<file path="src/rtl/ppu_divider.sv">
`default_nettype none
// Restoring divider: q = floor((life << 16) / max_life), one quotient bit per cycle.
// Quotient is capped at 65536 here; 17 bits plus saturation is enough.
module ppu_divider (
  input  wire         clk_i,
  input  wire         rst_ni,
  input  wire         start_i,
  input  wire  [31:0] num_i,
  input  wire  [31:0] den_i,
  output logic        done_o,
  output logic [16:0] quot_o
);
  // Quotient above 2^16 saturates; keep 18 bits and flag any bit shifted out above them.
  logic [47:0] num_q, num_d;
  logic [32:0] rem_q, rem_d;
  logic [17:0] quo_q, quo_d;
  logic [5:0]  cnt_q, cnt_d;
  logic        busy_q, busy_d;
  logic        big_q, big_d;
  logic [32:0] trial;

  always_comb begin
    num_d = num_q;
    rem_d = rem_q;
    quo_d = quo_q;
    cnt_d = cnt_q;
    busy_d = busy_q;
    big_d = big_q;
    trial = '0;
    done_o = 1'b0;
    if (start_i) begin
      num_d = {num_i, 16'd0};
      rem_d = '0;
      quo_d = '0;
      cnt_d = 6'd48;
      busy_d = 1'b1;
      big_d = 1'b0;
    end else if (busy_q) begin
      // shift one numerator bit into the remainder
      trial = {rem_q[31:0], num_q[47]};
      num_d = {num_q[46:0], 1'b0};
      if (trial >= {1'b0, den_i}) begin
        rem_d = trial - {1'b0, den_i};
        if (quo_q[17]) big_d = 1'b1;
        quo_d = {quo_q[16:0], 1'b1};
      end else begin
        rem_d = trial;
        if (quo_q[17]) big_d = 1'b1;
        quo_d = {quo_q[16:0], 1'b0};
      end
      cnt_d = cnt_q - 6'd1;
      if (cnt_q == 6'd1) busy_d = 1'b0;
    end else begin
      done_o = 1'b0;
    end
    if (busy_q && cnt_q == 6'd1) done_o = 1'b1;
  end

  // Saturating quotient as seen after the last step
  always_comb begin
    if (big_d || quo_d[17] || quo_d[16:0] > 17'd65536) quot_o = 17'd65536;
    else quot_o = quo_d[16:0];
  end

  always_ff @(posedge clk_i or negedge rst_ni) begin
    if (!rst_ni) begin
      busy_q <= 1'b0;
      cnt_q  <= '0;
    end else begin
      busy_q <= busy_d;
      cnt_q  <= cnt_d;
    end
  end

  always_ff @(posedge clk_i) begin
    num_q <= num_d;
    rem_q <= rem_d;
    quo_q <= quo_d;
    big_q <= big_d;
  end
endmodule
`default_nettype wire

</file>
<file path="config.mk">
export PLATFORM = sky130hd
export DESIGN_NAME = ppu_divider
export DESIGN_NICKNAME = d
export VERILOG_FILES = /design/src/rtl/ppu_divider.sv
export SDC_FILE = /design/constraint.sdc
export NUM_CORES = 1
export LEC_CHECK = 0
export CAP_MARGIN = 15
export CORE_ASPECT_RATIO = 1.25
export CORE_MARGIN = 2
export CORE_UTILIZATION = 57
export CTS_BUF_LIST = sky130_fd_sc_hd__clkbuf_4 sky130_fd_sc_hd__clkbuf_8
export DETAILED_ROUTE_END_ITERATION = 10
export DONT_BUFFER_PORTS = 1
export GPL_ROUTABILITY_DRIVEN = 0
export PLACE_DENSITY = 0.78
export SYNTH_ARGS = -nofsm -noshare
export SYNTH_HDL_FRONTEND = slang
export SYNTH_SLANG_ARGS = --single-unit
</file>
<file path="constraint.sdc">
create_clock -name clk_i -period 6.81 [get_ports clk_i]
set_input_delay 0.681 -clock clk_i [delete_from_list [all_inputs] [get_ports clk_i]]
set_output_delay 0.681 -clock clk_i [all_outputs]
set_load 0.02 [all_outputs]
</file>
Yosys cells after proc, flatten, opt, wreduce, memory -nomap -nowiden
Cells that the tools add are included.
{"block": "totals", "regBits": 90, "inputBits": 67, "output_inout_bits": 18, "word_cells": 31}
{"block": "op_classes", "n_addsub": 2, "magnitude_cmp": 2, "eq_ne": 1, "mux": 16, "reduce_logical": 4}
{"cell": "$mux 48", "n": 2}
{"cell": "$mux 18", "n": 2}
{"cell": "$ge 33x32->1", "n": 1}
{"cell": "$mux 32", "n": 1}
{"cell": "$sub 32x32->32", "n": 1}
{"cell": "$gt 17x17->1 const B", "n": 1}
{"cell": "$mux 17", "n": 1}
{"cell": "$mux 6", "n": 2}
{"cell": "$mux 1", "n": 8}
{"cell": "$eq 6x1->1 const B", "n": 1}
{"cell": "$sub 6x1->6 const B", "n": 1}
{"cell": "$logic_or 1x1->1", "n": 2}
{"cell": "$reduce_bool 2->1", "n": 1}
{"cell": "$logic_and 1x1->1", "n": 1}

Depth between registers and ports, before layout
{"block": "depth", "word_depth": 7, "mapped_depth": 13, "mapped_depth_nobuf": 11}

Worst setup path after synthesis
No wires, ideal clock.
{"block": "synth_path", "path_kind": "input to output", "from": "input port den_i[16]", "to": "output port quot_o[10]", "arrival_time_ns": 2.753, "required_time_ns": 6.129, "setup_slack_ns": 3.376, "stages": 11, "path_buffers": 1, "path_cell_list": "inv_1 -> ha_1 -> and4_4 -> and2_4 -> a22o_1 -> a21o_4 -> a32oi_4 -> a311oi_2 -> o21ai_1 -> buf_2 -> and2_1"}
{"block": "synth_via", "elab_chain_len": 7}
{"item": "start, declared", "line_no": "9", "text": "input wire [31:0] den_i,"}
{"item": "$ge 33x32->1", "line_no": "42", "text": "if (trial >= {1'b0, den_i}) begin"}
{"item": "$mux 1", "line_no": "42"}
{"item": "$mux 18", "line_no": "38", "text": "end else if (busy_q) begin"}
{"item": "$mux 18", "line_no": "31", "text": "if (start_i) begin"}
{"item": "named net quo_d[0]", "line_no": "16", "text": "logic [17:0] quo_q, quo_d;"}
{"item": "$gt 17x17->1", "line_no": "61", "text": "if (big_d || quo_d[17] || quo_d[16:0] > 17'd65536) quot_o = 17'd65536;"}
{"item": "$logic_or 1x1->1", "line_no": "61"}
{"item": "$mux 17", "line_no": "61"}
{"item": "end, declared", "line_no": "11", "text": "output logic [16:0] quot_o"}
The timed path passes the listed nets, and every way through them passes these cells.

Worst setup path in the final report
{"block": "layout_path", "from": "register busy_q", "to": "output port quot_o[14]"}
{"block": "layout_via", "elab_chain_len": 5, "word_cells_on_any_way": 8, "cone_classes": "1 x order compare; 5 x mux; 2 x reduce/logical"}
{"item": "start, declared", "line_no": "18", "text": "logic busy_q, busy_d;"}
{"item": "start signal, assigned", "line_no": "70", "text": "busy_q <= busy_d;"}
{"item": "$mux 18", "line_no": "38"}
{"item": "$mux 18", "line_no": "31"}
{"item": "named net quo_d[15]", "line_no": "16"}
{"item": "$gt 17x17->1", "line_no": "61"}
{"item": "$logic_or 1x1->1", "line_no": "61"}
{"item": "$mux 17", "line_no": "61"}
The timed path passes the listed nets, and every way through them passes these cells.

==> flow_summary.ini <==
[synthesis]
ys_warn_count = 0
synth_most_common_cell = nor2_1
synth_area_per_cell_um2 = 9.204
syn_inst = 635
synth-main-ff-cell = dfxtp_1
syn_nets = 737
ys_ff_latch = 90
yosys-top-cells-count = nor2_1 (67), nand2_1 (59), dfxtp_1 (51), inv_1 (41), a21oi_1 (35)
synth_largest_area_cell = dfxtp_1
synth_area_leaders = dfxtp_1 (17%), edfxtp_1 (16%), ha_1 (7.3%), mux2_2 (6.2%), nor2_1 (4.3%)
async_flop_share = 0.07778
ys_seq_area_frac = 0.3691
synth_enable_flop_cells = 32
synth_top_area_frac = 0.1747
synth_cell_types = 72
netlist_area_um2 = 5844

[floorplan]
die-area_um2 = 11080
rows = 41
ios = 85
core_area_um2 = 10050
start_util = 0.5813
fp.dieH_um = 117.2
die_width_um = 94.57

[route]
drc = 0
vias = 4659
drt-total-wl_mm = 12.66
avgViaCountPerCell = 6.179
ant_nets = 0
avgRoutedWirePerCell_um = 16.79
drtIter0Drc = 300
dr.pass1.iters = 5

[timing]
finalCriticalPeriod_ns = 4.251
totalNegativeSetupSlack_ns = 0
holdWs_ns = 0.3857
rsz0062_at_grt = no
clock.fmax_mhz = 235.2
hold_viol_final = 0
skew_ns = 0.01372
setup_viol = 0
slew_violations = 0
period_share = 0.6242
worstMarginPinSlew_ns = 0.7739
slew_headroom = 0.4806

[place]
place_inst = 736
dp_hpwl_mm = 8.973
portBuffers = 0

[grt]
grt_first_pass_wirelength_mm = 20.60
antenna_found_initial = 0
grt_pass1_vias = 4386
grt_max_degree = 91
grt.total_usage = 0.2331
overflow = 0

[cts]
cts_num_sinks = 90
cts_made_buffers = 9
h-tree-depth = 3
clock_latency_ns = 0.38
postCtsSetupBuffers = 0
cts-resized-gates = 0
tritoncts = done
cts_buffer_depth = 2
path_clk_slew_ns = 0.10
clock-root-buffer = clkbuf_8

[layout]
diodes = 0
multi_input_area_um2 = 3357
fin_cells = 754
ff_latch_area_um2 = 2158
drive_above_1_share = 0.1312
area_delta_synth_final_pct = 3.832
finalNetCount = 722
nFillCells = 889

[power]
max-vdd-ir-drop_mv = 0.1717
sw_frac_of_total = 0.4080
power_frac_seq = 0.366
comb_power_share = 0.464
power_w = 0.002035
p_int_w = 0.001205
p_per_area_nw_per_um2 = 335.3
p_sw_w = 0.0008303
leakagePower_nw = 2.572
clockPowerShare = 0.170

[setup_path]
criticalPathCategory = flop to primary output
crit_path_end_kind = primary output
cp.required_ns = 6.13
path_max_fanout = 39
crit_arrival_ns = 3.57
cp-start-kind = flop

[status]
status = finished, final reports clean

[hold_path]
hold_path.class = primary input to flop

[run]
drv_cap = 0
flip-flops by register name, summed over array words and instances (netlist names):
signal  flops
quo_q      18
busy_q      1
cnt_q       6
big_q       1
num_q      32
rem_q      32
cell usage in the layout (no fill, tap or decap), drive strengths merged, types with 16 or more instances in the layout:
cell type  instances
nor2              68
mux2i             21
ha                34
a311oi            18
nand2             62
and2              18
o21ai             34
mux2              32
dfxtp             51
edfxtp            32
inv               45
xnor2             16
a21oi             36
metrics by stage:
| step | setup slack [ns] | util | instance area (um^2) |
|---|---|---|---|
| final | 2.559 | 0.6035 | 6068 |
| after global placement | 2.986 | 0.5818 | 5849 |
| after detailed placement | 2.922 | 0.5818 | 5849 |
| after floorplan | 3.376 | - | 5844 |
| after CTS | 2.529 | 0.6008 | 6041 |
| after global routing | 2.205 | 0.6035 | 6068 |
cell families after synthesis:
family,count (synthesis),share of synthesized area
and+or+nand+nor,216,0.1815
DFF,90,0.3691
buffers and inverters,72,0.05652
adders and majority gates,35,0.07622
muxes,53,0.09762
AOI/OAI and AO/OA,145,0.1830
xor gates and xnor gates,24,0.03597
power by group through the flow:
stage	clock (W)	combinational, W	sequential, W
after detailed placement	0	0.000924	0.000755
after CTS	0.000355	0.000933	0.000743
after global placement	0	0.000904	0.000749
after global routing	0.000376	0.00105	0.000759
final	0.000346	0.000945	0.000744
after floorplan	0	0.000819	0.000733
metal layers:
layer	up-vias	global-route usage	wire length [um]	share of wire
met5	-	0	0	0
met4	0	0.08696	241	0.019
met3	21	0.04866	841	0.066
met2	160	0.3833	6054	0.48
met1	2210	0.3039	5520	0.44
li1	2268	-	-	-
worst paths after layout:
check	start	endpoint	slack, ns	cells past startpoint
min reg2reg	rem_q[31]	rem_q[31]	0.49	2
min in group asynchronous	rst_ni	cnt_q[1]	0.62	1
max in group asynchronous	rst_ni	busy_q	5.93	1
max	busy_q	quot_o[14]	2.56	9
min	start_i	rem_q[27]	0.39	1
max reg2reg	busy_q	rem_q[11]	3.43	5
layout make-up:
cell class,instances,area share
Timing Repair Buffer,4,0.008660
Clock inverter,7,0.009485
Tap cell,129,0.02660
Multi-Input combinational cell,473,0.5532
Clock buffer,9,0.02041
Sequential cell,90,0.3557
Inverter,42,0.02598
critical path, cell delays in order, from the launching register on:
cell	delay (ns)
dfrtp_2	0.80
buf_4	0.56
mux2i_1	0.24
nor2_1	0.09
nor4_1	0.30
nand2_1	0.09
nor4_1	0.22
nand3_1	0.11
o21ai_1	0.43
and2_1	0.34
what timing repair did:
item,4_1_cts,5_1_grt
hold buffers,1,0
hold endpoints to repair,7,0
endpoints found under the setup margin,0,0
Power figures use the tool's default switching activity.
